### src/sv/ifqg_pkg.sv
// ----------------------------------------------------------------------------
// ifqg_pkg
// Shared types and fixed constants of the interlaced frame quality gate.
// ----------------------------------------------------------------------------
`default_nettype none

package ifqg_pkg;

  localparam int CFG_AW = 5;
  localparam int DATA_W = 32;

  typedef enum logic [2:0] {
    REG_FRAME_WIDTH      = 3'd0,
    REG_FRAME_HEIGHT     = 3'd1,
    REG_MEAN_DIFF_RATIO  = 3'd2,
    REG_MIN_MEAN         = 3'd3,
    REG_BRIGHTNESS_LEVEL = 3'd4,
    REG_BRIGHT_PERCENT   = 3'd5
  } reg_idx_t;

  typedef struct packed {
    logic [10:0] frame_width;
    logic [10:0] frame_height;
    logic [16:0] mean_diff_ratio;
    logic [7:0]  min_mean_intensity;
    logic [7:0]  brightness_level;
    logic [6:0]  bright_percentage;
  } cfg_t;

  localparam cfg_t CFG_RESET = '{
    frame_width:        11'd640,
    frame_height:       11'd480,
    mean_diff_ratio:    17'd6554,
    min_mean_intensity: 8'd30,
    brightness_level:   8'd0,
    bright_percentage:  7'd0
  };

  typedef enum logic [1:0] {
    ST_IDLE = 2'd0,
    ST_EVAL = 2'd1,
    ST_EMIT = 2'd2
  } state_t;

  // Evaluation steps; each but STEP_DAY issues one multiply on the shared unit.
  typedef enum logic [2:0] {
    STEP_N      = 3'd0,
    STEP_THRESH = 3'd1,
    STEP_RATIO  = 3'd2,
    STEP_SIZE   = 3'd3,
    STEP_SZPCT  = 3'd4,
    STEP_BRIGHT = 3'd5,
    STEP_DAY    = 3'd6
  } step_t;

  localparam logic [1:0] DN_NIGHT = 2'd0;
  localparam logic [1:0] DN_DAY   = 2'd1;
  localparam logic [1:0] DN_UNDET = 2'd2;

  localparam logic [6:0] PERCENT_SCALE = 7'd100;
  localparam int         RATIO_SHIFT   = 17;

endpackage

`default_nettype wire

### src/sv/ifqg_regs.sv
// ----------------------------------------------------------------------------
// ifqg_regs
// APB-style register file holding the frame geometry and decision thresholds.
// ----------------------------------------------------------------------------
`default_nettype none

module ifqg_regs (
  input  wire logic                         clk,
  input  wire logic                         rst,
  input  wire logic                         psel,
  input  wire logic                         penable,
  input  wire logic                         pwrite,
  input  wire logic [ifqg_pkg::CFG_AW-1:0]  paddr,
  input  wire logic [ifqg_pkg::DATA_W-1:0]  pwdata,
  output logic      [ifqg_pkg::DATA_W-1:0]  prdata,
  output logic                              pready,
  output ifqg_pkg::cfg_t                    cfg
);
  import ifqg_pkg::*;

  reg_idx_t idx;
  logic     wr;

  assign idx    = reg_idx_t'(paddr[CFG_AW-1:2]);
  assign wr     = psel & penable & pwrite;
  assign pready = 1'b1;

  always_ff @(posedge clk) begin
    if (rst) begin
      cfg <= CFG_RESET;
    end else if (wr) begin
      unique case (idx)
        REG_FRAME_WIDTH:      cfg.frame_width        <= pwdata[10:0];
        REG_FRAME_HEIGHT:     cfg.frame_height       <= pwdata[10:0];
        REG_MEAN_DIFF_RATIO:  cfg.mean_diff_ratio    <= pwdata[16:0];
        REG_MIN_MEAN:         cfg.min_mean_intensity <= pwdata[7:0];
        REG_BRIGHTNESS_LEVEL: cfg.brightness_level   <= pwdata[7:0];
        REG_BRIGHT_PERCENT:   cfg.bright_percentage  <= pwdata[6:0];
        default: ;
      endcase
    end
  end

  always_comb begin
    unique case (idx)
      REG_FRAME_WIDTH:      prdata = DATA_W'(cfg.frame_width);
      REG_FRAME_HEIGHT:     prdata = DATA_W'(cfg.frame_height);
      REG_MEAN_DIFF_RATIO:  prdata = DATA_W'(cfg.mean_diff_ratio);
      REG_MIN_MEAN:         prdata = DATA_W'(cfg.min_mean_intensity);
      REG_BRIGHTNESS_LEVEL: prdata = DATA_W'(cfg.brightness_level);
      REG_BRIGHT_PERCENT:   prdata = DATA_W'(cfg.bright_percentage);
      default:              prdata = '0;
    endcase
  end

endmodule

`default_nettype wire

### src/sv/ifqg_accum.sv
// ----------------------------------------------------------------------------
// ifqg_accum
// Raster position tracking, half-frame sums and bright sample count.
// ----------------------------------------------------------------------------
`default_nettype none

module ifqg_accum #(
  parameter int MAX_WIDTH  = 1024,
  parameter int MAX_HEIGHT = 1024
) (
  input  wire logic                                         clk,
  input  wire logic                                         rst,
  input  wire logic                                         take,
  input  wire logic [7:0]                                   luma,
  input  wire logic [$clog2(MAX_WIDTH+1)-1:0]               eff_w,
  input  wire logic [$clog2(MAX_HEIGHT+1)-1:0]              eff_h,
  input  wire logic [7:0]                                   bright_level,
  input  wire logic                                         clr,
  output logic                                              frame_end,
  output logic      [$clog2(MAX_WIDTH*MAX_HEIGHT)+7:0]      sum_even,
  output logic      [$clog2(MAX_WIDTH*MAX_HEIGHT)+7:0]      sum_odd,
  output logic      [$clog2(MAX_WIDTH*MAX_HEIGHT)-1:0]      bright
);
  import ifqg_pkg::*;

  localparam int CW    = $clog2(MAX_WIDTH);
  localparam int RW    = $clog2(MAX_HEIGHT);
  localparam int BW    = $clog2(MAX_WIDTH*MAX_HEIGHT);
  localparam int SUM_W = BW + 8;

  logic [CW-1:0] col_pos;
  logic [RW-1:0] row_pos;
  logic          col_last;
  logic          row_last;
  logic          counted;

  // A row or frame ends once the next position reaches or passes the size.
  assign col_last  = (32'(col_pos) + 32'd1) >= 32'(eff_w);
  assign row_last  = (32'(row_pos) + 32'd1) >= 32'(eff_h);
  assign counted   = 32'(row_pos) >= 32'd2;
  assign frame_end = take & col_last & row_last;

  always_ff @(posedge clk) begin
    if (rst) begin
      col_pos  <= '0;
      row_pos  <= '0;
      sum_even <= '0;
      sum_odd  <= '0;
      bright   <= '0;
    end else begin
      if (clr) begin
        sum_even <= '0;
        sum_odd  <= '0;
        bright   <= '0;
      end else if (take && counted) begin
        if (row_pos[0]) begin
          sum_odd <= sum_odd + SUM_W'(luma);
        end else begin
          sum_even <= sum_even + SUM_W'(luma);
        end
        if (col_pos != '0 && luma > bright_level) begin
          bright <= bright + BW'(1);
        end
      end
      if (take) begin
        if (col_last) begin
          col_pos <= '0;
          if (row_last) begin
            row_pos <= '0;
          end else begin
            row_pos <= row_pos + RW'(1);
          end
        end else begin
          col_pos <= col_pos + CW'(1);
        end
      end
    end
  end

endmodule

`default_nettype wire

### src/sv/ifqg_alu.sv
// ----------------------------------------------------------------------------
// ifqg_alu
// Shared multiplier with registered product, and one magnitude comparator.
// ----------------------------------------------------------------------------
`default_nettype none

module ifqg_alu #(
  parameter int MA_W = 28,
  parameter int MB_W = 20
) (
  input  wire logic                   clk,
  input  wire logic [MA_W-1:0]        op_a,
  input  wire logic [MB_W-1:0]        op_b,
  input  wire logic [MA_W+MB_W-1:0]   cmp_a,
  input  wire logic [MA_W+MB_W-1:0]   cmp_b,
  output logic      [MA_W+MB_W-1:0]   prod,
  output logic                        gt
);

  always_ff @(posedge clk) begin
    prod <= (MA_W+MB_W)'(op_a) * (MA_W+MB_W)'(op_b);
  end

  assign gt = cmp_a > cmp_b;

endmodule

`default_nettype wire

### src/sv/ifqg_eval.sv
// ----------------------------------------------------------------------------
// ifqg_eval
// Frame-end sequencer: drives the shared unit through the decision steps,
// keeps the drop and frame counters and holds the result register.
// ----------------------------------------------------------------------------
`default_nettype none

module ifqg_eval #(
  parameter int MAX_WIDTH  = 1024,
  parameter int MAX_HEIGHT = 1024
) (
  input  wire logic                                          clk,
  input  wire logic                                          rst,
  input  wire logic                                          frame_end,
  input  wire ifqg_pkg::cfg_t                                cfg,
  input  wire logic [$clog2(MAX_WIDTH+1)-1:0]                eff_w,
  input  wire logic [$clog2(MAX_HEIGHT+1)-1:0]               eff_h,
  input  wire logic [$clog2(MAX_WIDTH*MAX_HEIGHT)+7:0]       sum_even,
  input  wire logic [$clog2(MAX_WIDTH*MAX_HEIGHT)+7:0]       sum_odd,
  input  wire logic [$clog2(MAX_WIDTH*MAX_HEIGHT)-1:0]       bright,
  input  wire logic [$clog2(MAX_WIDTH*MAX_HEIGHT)+8+
                     (($clog2(MAX_WIDTH*MAX_HEIGHT) > 17) ?
                      $clog2(MAX_WIDTH*MAX_HEIGHT) : 17)-1:0] prod,
  input  wire logic                                          gt,
  output logic [$clog2(MAX_WIDTH*MAX_HEIGHT)+7:0]            op_a,
  output logic [(($clog2(MAX_WIDTH*MAX_HEIGHT) > 17) ?
                 $clog2(MAX_WIDTH*MAX_HEIGHT) : 17)-1:0]     op_b,
  output logic [$clog2(MAX_WIDTH*MAX_HEIGHT)+8+
                (($clog2(MAX_WIDTH*MAX_HEIGHT) > 17) ?
                 $clog2(MAX_WIDTH*MAX_HEIGHT) : 17)-1:0]     cmp_a,
  output logic [$clog2(MAX_WIDTH*MAX_HEIGHT)+8+
                (($clog2(MAX_WIDTH*MAX_HEIGHT) > 17) ?
                 $clog2(MAX_WIDTH*MAX_HEIGHT) : 17)-1:0]     cmp_b,
  output logic                                               idle,
  output logic                                               clr,
  input  wire logic                                          result_ready,
  output logic                                               result_valid,
  output logic                                               frame_passed,
  output logic [1:0]                                         day_night,
  output logic [31:0]                                        dropped_frames,
  output logic [31:0]                                        frame_index,
  output logic [26:0]                                        even_field_sum,
  output logic [26:0]                                        odd_field_sum
);
  import ifqg_pkg::*;

  localparam int EW_W  = $clog2(MAX_WIDTH+1);
  localparam int EH_W  = $clog2(MAX_HEIGHT+1);
  localparam int BW    = $clog2(MAX_WIDTH*MAX_HEIGHT);
  localparam int SUM_W = BW + 8;
  localparam int MA_W  = SUM_W;
  localparam int MB_W  = (BW > 17) ? BW : 17;
  localparam int PW    = MA_W + MB_W;

  state_t           state;
  state_t           state_next;
  step_t            step;
  logic [PW-1:0]    hold;
  logic             low_mean;
  logic             ratio_bad;
  logic             is_day;
  logic [31:0]      drop_total;
  logic [31:0]      frame_total;
  logic             load;
  logic             drop;
  logic [SUM_W-1:0] total;
  logic [SUM_W-1:0] diff;
  logic [EH_W-1:0]  half_rows;
  logic [7:0]       minm;

  assign total     = SUM_W'({1'b0, sum_even} + {1'b0, sum_odd});
  assign diff      = (sum_even > sum_odd) ? sum_even - sum_odd : sum_odd - sum_even;
  assign half_rows = (eff_h - EH_W'(2)) >> 1;
  assign minm      = (cfg.min_mean_intensity == 8'd0) ? 8'd1 : cfg.min_mean_intensity;
  assign drop      = low_mean | ratio_bad;

  // Operand and compare selection per step; prod holds the previous step's product.
  always_comb begin
    op_a  = '0;
    op_b  = '0;
    cmp_a = '0;
    cmp_b = '0;
    unique case (step)
      STEP_N: begin
        op_a = MA_W'(eff_w);
        op_b = MB_W'(half_rows);
      end
      STEP_THRESH: begin
        op_a = MA_W'({minm, 1'b0});
        op_b = prod[MB_W-1:0];
      end
      STEP_RATIO: begin
        op_a  = MA_W'(total);
        op_b  = MB_W'(cfg.mean_diff_ratio);
        cmp_a = prod;
        cmp_b = PW'(total);
      end
      STEP_SIZE: begin
        op_a  = MA_W'(eff_w - EW_W'(1));
        op_b  = MB_W'(eff_h - EH_W'(2));
        cmp_a = PW'({diff, {RATIO_SHIFT{1'b0}}});
        cmp_b = prod;
      end
      STEP_SZPCT: begin
        op_a = MA_W'(cfg.bright_percentage);
        op_b = prod[MB_W-1:0];
      end
      STEP_BRIGHT: begin
        op_a = MA_W'(PERCENT_SCALE);
        op_b = MB_W'(bright);
      end
      STEP_DAY: begin
        cmp_a = prod;
        cmp_b = hold;
      end
      default: ;
    endcase
  end

  always_comb begin
    state_next = state;
    unique case (state)
      ST_IDLE: if (frame_end) state_next = ST_EVAL;
      ST_EVAL: if (step == STEP_DAY) state_next = ST_EMIT;
      ST_EMIT: if (!result_valid || result_ready) state_next = ST_IDLE;
      default: state_next = ST_IDLE;
    endcase
  end

  always_comb begin
    idle = 1'b0;
    load = 1'b0;
    unique case (state)
      ST_IDLE: idle = 1'b1;
      ST_EVAL: ;
      ST_EMIT: load = !result_valid || result_ready;
      default: ;
    endcase
  end

  assign clr = load;

  always_ff @(posedge clk) begin
    if (rst) begin
      state <= ST_IDLE;
      step  <= STEP_N;
    end else begin
      state <= state_next;
      step  <= (state == ST_EVAL && step != STEP_DAY) ? step_t'(step + 3'd1) : STEP_N;
    end
  end

  // Latch comparator outcomes, and the size-times-percentage product, at the steps that consume them.
  always_ff @(posedge clk) begin
    if (state == ST_EVAL) begin
      unique case (step)
        STEP_RATIO:  low_mean  <= gt;
        STEP_SIZE:   ratio_bad <= gt;
        STEP_BRIGHT: hold      <= prod;
        STEP_DAY:    is_day    <= gt;
        default: ;
      endcase
    end
  end

  always_ff @(posedge clk) begin
    if (rst) begin
      result_valid <= 1'b0;
      drop_total   <= '0;
      frame_total  <= '0;
    end else if (load) begin
      result_valid <= 1'b1;
      frame_total  <= frame_total + 32'd1;
      if (drop && drop_total != '1) begin
        drop_total <= drop_total + 32'd1;
      end
    end else if (result_ready) begin
      result_valid <= 1'b0;
    end
  end

  always_ff @(posedge clk) begin
    if (load) begin
      frame_passed   <= !drop;
      frame_index    <= frame_total;
      even_field_sum <= 27'(sum_even);
      odd_field_sum  <= 27'(sum_odd);
      if (cfg.brightness_level == 8'd0 || cfg.bright_percentage == 7'd0) begin
        day_night <= DN_UNDET;
      end else begin
        day_night <= is_day ? DN_DAY : DN_NIGHT;
      end
    end
  end

  assign dropped_frames = drop_total;

endmodule

`default_nettype wire

### src/sv/interlaced_frame_quality_gate.sv
// ----------------------------------------------------------------------------
// interlaced_frame_quality_gate
// Per-frame reliability and day/night decision over a raster luma stream.
// ----------------------------------------------------------------------------
// Usage:
//   Luma samples arrive on sample_valid/sample_ready in raster order, one
//   transfer per cycle while a frame is being accumulated. The last sample
//   of a frame starts the decision: the shared multiplier and comparator are
//   stepped through seven operations (samples per field, mean threshold,
//   ratio product, frame size, size times percentage, bright count times
//   one hundred, day compare), then the load step writes the result register.
//   sample_ready is low through these steps and the load step, so no sample
//   is taken while a decision is running; the load step sets result_valid.
//   A stalled result holds in the output register while the next frame is
//   accumulated; the following frame end waits in the load step until the
//   register is free.
//   Reset (rst, synchronous) returns the registers to their defaults and
//   clears positions, sums and the drop and frame counters. Registers are
//   written through the APB port, pready tied high.
// ----------------------------------------------------------------------------
`default_nettype none

module interlaced_frame_quality_gate #(
  parameter int MAX_WIDTH  = 1024,
  parameter int MAX_HEIGHT = 1024
) (
  input  wire logic                         clk,
  input  wire logic                         rst,
  input  wire logic                         psel,
  input  wire logic                         penable,
  input  wire logic                         pwrite,
  input  wire logic [ifqg_pkg::CFG_AW-1:0]  paddr,
  input  wire logic [ifqg_pkg::DATA_W-1:0]  pwdata,
  output logic      [ifqg_pkg::DATA_W-1:0]  prdata,
  output logic                              pready,
  input  wire logic                         sample_valid,
  output logic                              sample_ready,
  input  wire logic [7:0]                   luma,
  output logic                              result_valid,
  input  wire logic                         result_ready,
  output logic                              frame_passed,
  output logic      [1:0]                   day_night,
  output logic      [31:0]                  dropped_frames,
  output logic      [31:0]                  frame_index,
  output logic      [26:0]                  even_field_sum,
  output logic      [26:0]                  odd_field_sum
);
  import ifqg_pkg::*;

  localparam int EW_W  = $clog2(MAX_WIDTH+1);
  localparam int EH_W  = $clog2(MAX_HEIGHT+1);
  localparam int BW    = $clog2(MAX_WIDTH*MAX_HEIGHT);
  localparam int SUM_W = BW + 8;
  localparam int MA_W  = SUM_W;
  localparam int MB_W  = (BW > 17) ? BW : 17;
  localparam int PW    = MA_W + MB_W;

  cfg_t             cfg;
  logic [EW_W-1:0]  eff_w;
  logic [EH_W-1:0]  eff_h_raw;
  logic [EH_W-1:0]  eff_h;
  logic             take;
  logic             frame_end;
  logic             clr;
  logic             idle;
  logic [SUM_W-1:0] sum_even;
  logic [SUM_W-1:0] sum_odd;
  logic [BW-1:0]    bright;
  logic [MA_W-1:0]  op_a;
  logic [MB_W-1:0]  op_b;
  logic [PW-1:0]    cmp_a;
  logic [PW-1:0]    cmp_b;
  logic [PW-1:0]    prod;
  logic             gt;

  // Clamp geometry into the supported range; height is forced even.
  always_comb begin
    if (cfg.frame_width < 11'd2) begin
      eff_w = EW_W'(2);
    end else if (32'(cfg.frame_width) > MAX_WIDTH) begin
      eff_w = EW_W'(MAX_WIDTH);
    end else begin
      eff_w = EW_W'(cfg.frame_width);
    end
    if (cfg.frame_height < 11'd4) begin
      eff_h_raw = EH_W'(4);
    end else if (32'(cfg.frame_height) > MAX_HEIGHT) begin
      eff_h_raw = EH_W'(MAX_HEIGHT);
    end else begin
      eff_h_raw = EH_W'(cfg.frame_height);
    end
    eff_h = {eff_h_raw[EH_W-1:1], 1'b0};
  end

  assign sample_ready = idle;
  assign take         = sample_valid & idle;

  ifqg_regs u_regs (
    .clk     (clk),
    .rst     (rst),
    .psel    (psel),
    .penable (penable),
    .pwrite  (pwrite),
    .paddr   (paddr),
    .pwdata  (pwdata),
    .prdata  (prdata),
    .pready  (pready),
    .cfg     (cfg)
  );

  ifqg_accum #(
    .MAX_WIDTH  (MAX_WIDTH),
    .MAX_HEIGHT (MAX_HEIGHT)
  ) u_accum (
    .clk          (clk),
    .rst          (rst),
    .take         (take),
    .luma         (luma),
    .eff_w        (eff_w),
    .eff_h        (eff_h),
    .bright_level (cfg.brightness_level),
    .clr          (clr),
    .frame_end    (frame_end),
    .sum_even     (sum_even),
    .sum_odd      (sum_odd),
    .bright       (bright)
  );

  ifqg_alu #(
    .MA_W (MA_W),
    .MB_W (MB_W)
  ) u_alu (
    .clk   (clk),
    .op_a  (op_a),
    .op_b  (op_b),
    .cmp_a (cmp_a),
    .cmp_b (cmp_b),
    .prod  (prod),
    .gt    (gt)
  );

  ifqg_eval #(
    .MAX_WIDTH  (MAX_WIDTH),
    .MAX_HEIGHT (MAX_HEIGHT)
  ) u_eval (
    .clk            (clk),
    .rst            (rst),
    .frame_end      (frame_end),
    .cfg            (cfg),
    .eff_w          (eff_w),
    .eff_h          (eff_h),
    .sum_even       (sum_even),
    .sum_odd        (sum_odd),
    .bright         (bright),
    .prod           (prod),
    .gt             (gt),
    .op_a           (op_a),
    .op_b           (op_b),
    .cmp_a          (cmp_a),
    .cmp_b          (cmp_b),
    .idle           (idle),
    .clr            (clr),
    .result_ready   (result_ready),
    .result_valid   (result_valid),
    .frame_passed   (frame_passed),
    .day_night      (day_night),
    .dropped_frames (dropped_frames),
    .frame_index    (frame_index),
    .even_field_sum (even_field_sum),
    .odd_field_sum  (odd_field_sum)
  );

endmodule

`default_nettype wire

### config.mk
export PLATFORM = sky130hd
export DESIGN_NAME = interlaced_frame_quality_gate
export DESIGN_NICKNAME = d
export VERILOG_FILES = /design/src/sv/ifqg_pkg.sv /design/src/sv/ifqg_regs.sv /design/src/sv/ifqg_accum.sv /design/src/sv/ifqg_alu.sv /design/src/sv/ifqg_eval.sv /design/src/sv/interlaced_frame_quality_gate.sv
export SDC_FILE = /design/constraint.sdc
export NUM_CORES = 2
export LEC_CHECK = 0
export ABC_AREA = 1
export BUFFER_PORTS_ARGS = -buffer_cell sky130_fd_sc_hd__buf_4
export CAP_MARGIN = 10
export CORE_ASPECT_RATIO = 0.6
export CORE_UTILIZATION = 45
export DETAILED_ROUTE_END_ITERATION = 8
export SLEW_MARGIN = 10
export SYNTH_ARGS = -nofsm -noshare
export SYNTH_HDL_FRONTEND = slang
export SYNTH_SLANG_ARGS = --single-unit
### constraint.sdc
create_clock -name clk -period 7.9 [get_ports clk]
set_input_delay 0.79 -clock clk [delete_from_list [all_inputs] [get_ports clk]]
set_output_delay 0.79 -clock clk [all_outputs]
set_load 0.01 [all_outputs]
## Yosys cells after proc, flatten, opt, wreduce, memory -nomap -nowiden

Cells that the tools add are included.

| storage, ports and cells | value |
|---|---|
| register bits after elaboration | 416 |
| input bits | 52 |
| output and inout port bits | 156 |
| logic and storage cells | 137 |

| operators by class | value |
|---|---|
| add/subtract/negate cells | 16 |
| multiply operators | 1 |
| magnitude comparators | 10 |
| eq/ne operators | 18 |
| muxes and demuxes | 22 |
| bitwise gates (word level) | 8 |
| reductions and logical operators | 36 |

Operators with widths:

| operator | count |
|---|---|
| $pmux W28 S6 | 1 |
| $pmux W48 S3 | 1 |
| $pmux W17 S6 | 1 |
| $pmux W20 S5 | 1 |
| $pmux W48 S2 | 1 |
| $add A32 B1 Y32 const B | 2 |
| $ge A32 B11 Y1 | 2 |
| $add A28 B8 Y28 | 2 |
| $sub A28 B28 Y28 | 2 |
| $gt A48 B48 Y1 | 1 |
| $mul A28 B20 Y48 | 1 |
| $mux W11 | 4 |
| $ne A32 B32 Y1 const B | 1 |
| $reduce_and A2 Y1 | 15 |
| $add A28 B28 Y28 | 1 |
| $gt A28 B28 Y1 | 1 |
| $mux W28 | 1 |
| $add A10 B1 Y11 const B | 2 |
| $gt A11 B11 Y1 const B | 2 |
| $add A10 B1 Y10 const B | 2 |
| $add A20 B1 Y20 const B | 1 |
| $mux W10 | 2 |
| $logic_not A8 Y1 | 2 |
| $eq A3 B3 Y1 const B | 5 |
| other kinds (32) | 57 |

## Longest topological paths before layout

| depth | value |
|---|---|
| depth after elaboration | 8 |
| mapped depth | 43 |

## Hierarchy

From an unflattened synthesis, not the netlist that was laid out.

| unflattened totals | value |
|---|---|
| cell total of the unflattened synthesis | 7158 |
| area, all modules | 49184.7 um^2 |

By module, submodules not included:

| module | instances | cells an instance | area each (um^2) | seq. area each (um^2) |
|---|---|---|---|---|
| ifqg_alu | 1 | 3100 | 22282.6 | 960.9 |
| ifqg_eval | 1 | 2392 | 16289.4 | 5605.4 |
| ifqg_accum | 1 | 1095 | 7014.2 | 1921.8 |
| ifqg_regs | 1 | 506 | 3258.1 | 1241.2 |
| interlaced_frame_quality_gate | 1 | 65 | 340.3 | 0.0 |

## Worst setup path after synthesis

OpenSTA, ideal clock, no wires.

| timing | value |
|---|---|
| path kind | register to register |
| start point | register u_accum.sum_even[1] |
| end point | register u_alu.prod[28] |
| arrival | 7159 ps |
| data required time | 7773 ps |
| setup slack | 614 ps |
| cell stages (with the launch flop) | 34 |
| path buffers | 1 |
| clock period less this slack | 7286 ps |
| cells stage by stage | dfxtp_1 inv_1 ha_1 inv_1 nand2_1 a21oi_2 nand3_1 nand2_2 nand3_1 nand3_1 nand3_1 inv_1 buf_4 nand2_1 fa_1 inv_1 fa_1 inv_1 fa_1 inv_1 fa_1 fa_1 fa_1 inv_1 fa_1 inv_1 ha_1 a21oi_1 o21ai_0 a21oi_1 nand2_1 a21oi_1 o21ai_0 xor2_1 |

| between the ends | value |
|---|---|
| cells in the longest elaborated chain, start to end | 3 |

Ends and longest elaborated chain:

| what | RTL line | RTL |
|---|---|---|
| start, declared | ifqg_accum.sv:20 | `output logic [$clog2(MAX_WIDTH*MAX_HEIGHT)+7:0] sum_even,` |
| start signal, assigned | ifqg_accum.sv:59 | `sum_even <= sum_even + SUM_W'(luma);` |
| $add A28 B28 Y28 | ifqg_eval.sv:71 | `assign total = SUM_W'({1'b0, sum_even} + {1'b0, sum_odd});` |
| $pmux W28 S6 | ifqg_eval.sv:83 | `unique case (step)` |
| $mul A28 B20 Y48 | ifqg_alu.sv:21 | `prod <= (MA_W+MB_W)'(op_a) * (MA_W+MB_W)'(op_b);` |
| end signal, assigned | ifqg_alu.sv:21 |  |
| end, declared | ifqg_alu.sv:16 | `output logic [MA_W+MB_W-1:0] prod,` |

No other way between the ends.
A chain may end at the register's enable or synchronous reset.

## Worst setup path in the final report

| timing | value |
|---|---|
| start point | register u_accum.sum_even[9] |
| end point | register u_alu.prod[46] |

Same word-level chain as after synthesis.

==> summary.md <==
| Metric | Value |
|---|---|
| WL/cell | roughly 21 um |
| Core Region | 100900 um^2 |
| DPL Wire Length | 144700 um |
| GRT overflow | 0 |
| Synth Register Bits | 416 |
| Die height | 249.6 um |
| Hold slack | around 0.43 ns |
| Top-area cell type share of the netlist area | 0.2042 |
| Routed vias/inst | 5.364 |
| Slew margin rel. | 0.3024 |
| Initial antenna violation count | 4 |
| Period Utilization, post-route | 0.9811 |
| Critical path type | reg2reg |
| Cells after DPL | 8179 |
| Worst hold path startpoint | pwdata[11] |
| Worst-path maximum fanout | 8 |
| Crit end category | flop |
| Vias in the first global route | 41210 |
| Peak supply drop | approximately 0.00011 V |
| DR DRC count | 0 |
| Post-Syn Instances | just over 6000 |
| Cell Rows | 90 |
| Max Cap Violations | 0 |
| CP dominant cell by count | fa_1 |
| CP max stage delay | 0.61 ns |
| Synth Flop Type | dfxtp_1 |
| WP buf/inv | 11 |
| Crit path max-delay family | adder cells |
| Die area | 103500 um^2 |
| Worst Tran Pin Value | 1.046 ns |
| Total GRT Usage | 0.3300 |
| WHS Endpoint | u_regs.cfg[34]$_SDFFE_PP1P_ |
| FF-to-FF path depth | 36 |
| Final worst-path setup slack | 0.1494 ns |
| Final design utilization | 0.5690 |
| Non-filler instance count after layout | 8296 |
| Final setup vio count | 0 |
| H-tree depth | 2 |
| Ratio of cells with drive above 1 in the final layout | 0.2195 |
| Most common cell after layout, fill and taps aside | nand2_1 |
| Global placement routability congestion | 1.031 |
| Async set or reset register ratio after synthesis | 0 |
| P per Cell Area | between 80 and 90 nW/um^2 |
| Reg-to-reg critical path startpoint | u_accum.sum_even[9]$_SDFFE_PP0P_ |
| Clk slew on worst S/H paths | 0.07 ns |
| Largest net degree at the start of global routing | 64 |
| DR iter-0 viols | 5229 |
| Die width | 414.6 um |
| ANT nets after route | 0 |
| Area of the mapped netlist | 45970 um^2 |
| Slowest CP cell | fa_1 |
| Number of synthesis warnings | 0 |
| Num Clock Sinks | 416 |
| Avg Cell Area, Syn | 7.457 um^2 |
| Port bufs | 174 |
| Via count | 44500 |
| Area leader, netlist | fa_1 |
| Status | completed |
| Max clock buf depth | 3 |
| Most frequent cells in the layout | 1359 x nand2_1, 1046 x inv_1, 838 x buf_4 |
| Sequential area share after synthesis | 0.2116 |
| Synth area leaders | fa_1 20%, dfxtp_1 12%, nand2_1 12%, ha_1 9.4%, edfxtp_1 9.1% |
| TritonCTS clock tree | yes |
| DP Worst Slack | -0.6495 ns |
| Detailed Route WL | 175000 um |
| Pwr Total | 0.005160 W |
| Flop2flop setup slack | approximately 0.15 ns |
| Worst path arrival time | 8.22 ns |
| Fmax | roughly 130 MHz |
| Num ports | 208 |
| First-pass GRT wire length | 258300 um |
| Starting Density | 0.4556 |
| Static Leakage | between 20 and 30 nW |
| Final hold vios | 0 |
| Nets | 7799 |
| Worst r2r dst | u_alu.prod[46]$_DFF_P_ |
| Hold-critical path depth | 3 |
| Number of flops mapped to enable cells by yosys | 140 |
| Fill cells | 9521 |
| Max Clock Skew | between 0.03 and 0.04 ns |
| # hold bufs at CTS | 0 |
| Area grow syn2layout | 24.89% |
| Worst skew pair latency | 0.60 ns |
| DR pass1 iterations | 7 |
| Slew Limit Fails | 0 |
| Critical Path RT | 8.37 ns |
| Crit path launch type | flop |
| CTS root buf | clkbuf_16 |
| CTS Buf Count | 39 |
| Netlist cell types | 66 |
| HP Class | in2reg |
| Min Tclk post-route | approximately 7.8 ns |
registers in the layout, summed over array words and instances, names as in the netlist:
name                   flops
u_regs.cfg                62
u_alu.prod                48
u_eval.hold               48
u_eval.dropped_frames     32
u_eval.frame_index        32
u_eval.frame_total        32
u_accum.sum_even          28
u_accum.sum_odd           28
u_eval.even_field_sum     27
u_eval.odd_field_sum      27
u_accum.bright            20
u_accum.col_pos           10
u_accum.row_pos           10
u_eval.step                3
u_eval.day_night           2
u_eval.state               2
u_eval.frame_passed        1
u_eval.is_day              1
u_eval.low_mean            1
u_eval.ratio_bad           1
u_eval.result_valid        1
worst max-delay path by stage:
stage / from / endpoint / slack [ns] / cells after the start
floorplan: u_accum.sum_even[1]$_SDFFE_PP0P_ / u_alu.prod[28]$_DFF_P_ / 0.61 / 33
global placement: u_accum.sum_even[1]$_SDFFE_PP0P_ / u_alu.prod[39]$_DFF_P_ / -0.58 / 36
detailed placement: u_accum.sum_even[1]$_SDFFE_PP0P_ / u_alu.prod[43]$_DFF_P_ / -0.65 / 34
CTS: u_accum.sum_even[6]$_SDFFE_PP0P_ / u_alu.prod[36]$_DFF_P_ / 0.003 / 36
global route: u_accum.sum_even[1]$_SDFFE_PP0P_ / u_alu.prod[46]$_DFF_P_ / -0.06 / 39
finish: u_accum.sum_even[9]$_SDFFE_PP0P_ / u_alu.prod[46]$_DFF_P_ / 0.15 / 36
tightest hold or removal path, delay by kind of cell:
| family | cells | cell delay (ns) |
|---|---|---|
| AOI/OAI and AO/OA | 1 | 0.07 |
| buffers and inverters | 1 | 0.08 |
| and+or+nand+nor | 1 | 0.04 |
report_power, final:
part | switching (W) | total, W | leakage, nW | internal (W)
Combinational | 0.000511 | 0.000868 | 23.8 | 0.000358
Sequential | 0.0000409 | 0.00228 | 3.52 | 0.00224
Clock | 0.000940 | 0.00201 | 0.633 | 0.00107
Total | 0.00149 | 0.00516 | 27.9 | 0.00367
cell type report:
cell class                      instances  area (um^2)  area share
Timing Repair Buffer                  905         7395      0.1288
Sequential cell                       416         9748      0.1698
Clock inverter                         16        161.4    0.002811
Clock buffer                           54         1125     0.01959
Inverter                             1133         4343     0.07565
Multi-Input combinational cell       4436        32970      0.5742
Antenna cell                            2        5.005  0.00008717
Tap cell                             1334         1669     0.02907
cell families after synthesis:
logic type      after synthesis  synth area share
compound gates              828            0.1008
xor+xnor                    158           0.03010
fa+ha+maj                   816            0.2987
buf+inv                    1327            0.1174
flops                       416            0.2116
other cells                   2         0.0001634
simple gates               2618            0.2412
metrics by stage:
step                cell area, um^2  setup TNS (ns)
finish                        57410               0
global route                  57410         -0.4861
CTS                           55320               0
detailed placement            53420          -16.38
global placement              53420          -14.35
floorplan                     46020               0
per-layer routing:
layer / global-route usage / vias up / wire length (um)
met5: 0.005955 / - / 0
met2: 0.4213 / 2187 / 65010
met3: 0.1282 / 150 / 24280
li1: - / 20940 / -
met1: 0.5197 / 21220 / 83240
met4: 0.04169 / 0 / 2436
Yosys cell counts, types with 11 or more instances:
master       n
buf_4       47
nor3_1      91
o211ai_1    29
a21o_1      15
nand2_2     25
xnor2_1     35
edfxtp_1   140
clkbuf_1    58
nand3_1    267
o22ai_1     17
o21ai_0    250
buf_2       59
fa_1       469
nand3_2     17
nand4_1     93
a21oi_1    399
a22o_1      20
nand2_1   1432
o21bai_1    11
xor2_1     123
a221oi_1    14
nor2_1     578
ha_1       347
dfxtp_1    276
buf_6       21
nor4_1      31
nor2_2      30
inv_1     1095
inv_2       30
a31oi_1     12
what timing repair did:
item / CTS / global route
setup endpoints to repair: 35 / 36
gates cloned: 1 / 2
pin swaps: 31 / 187
gates resized for setup: 148 / 475
buffers inserted: 9 / 35
No activity file was read; power rests on OpenSTA's default activity.
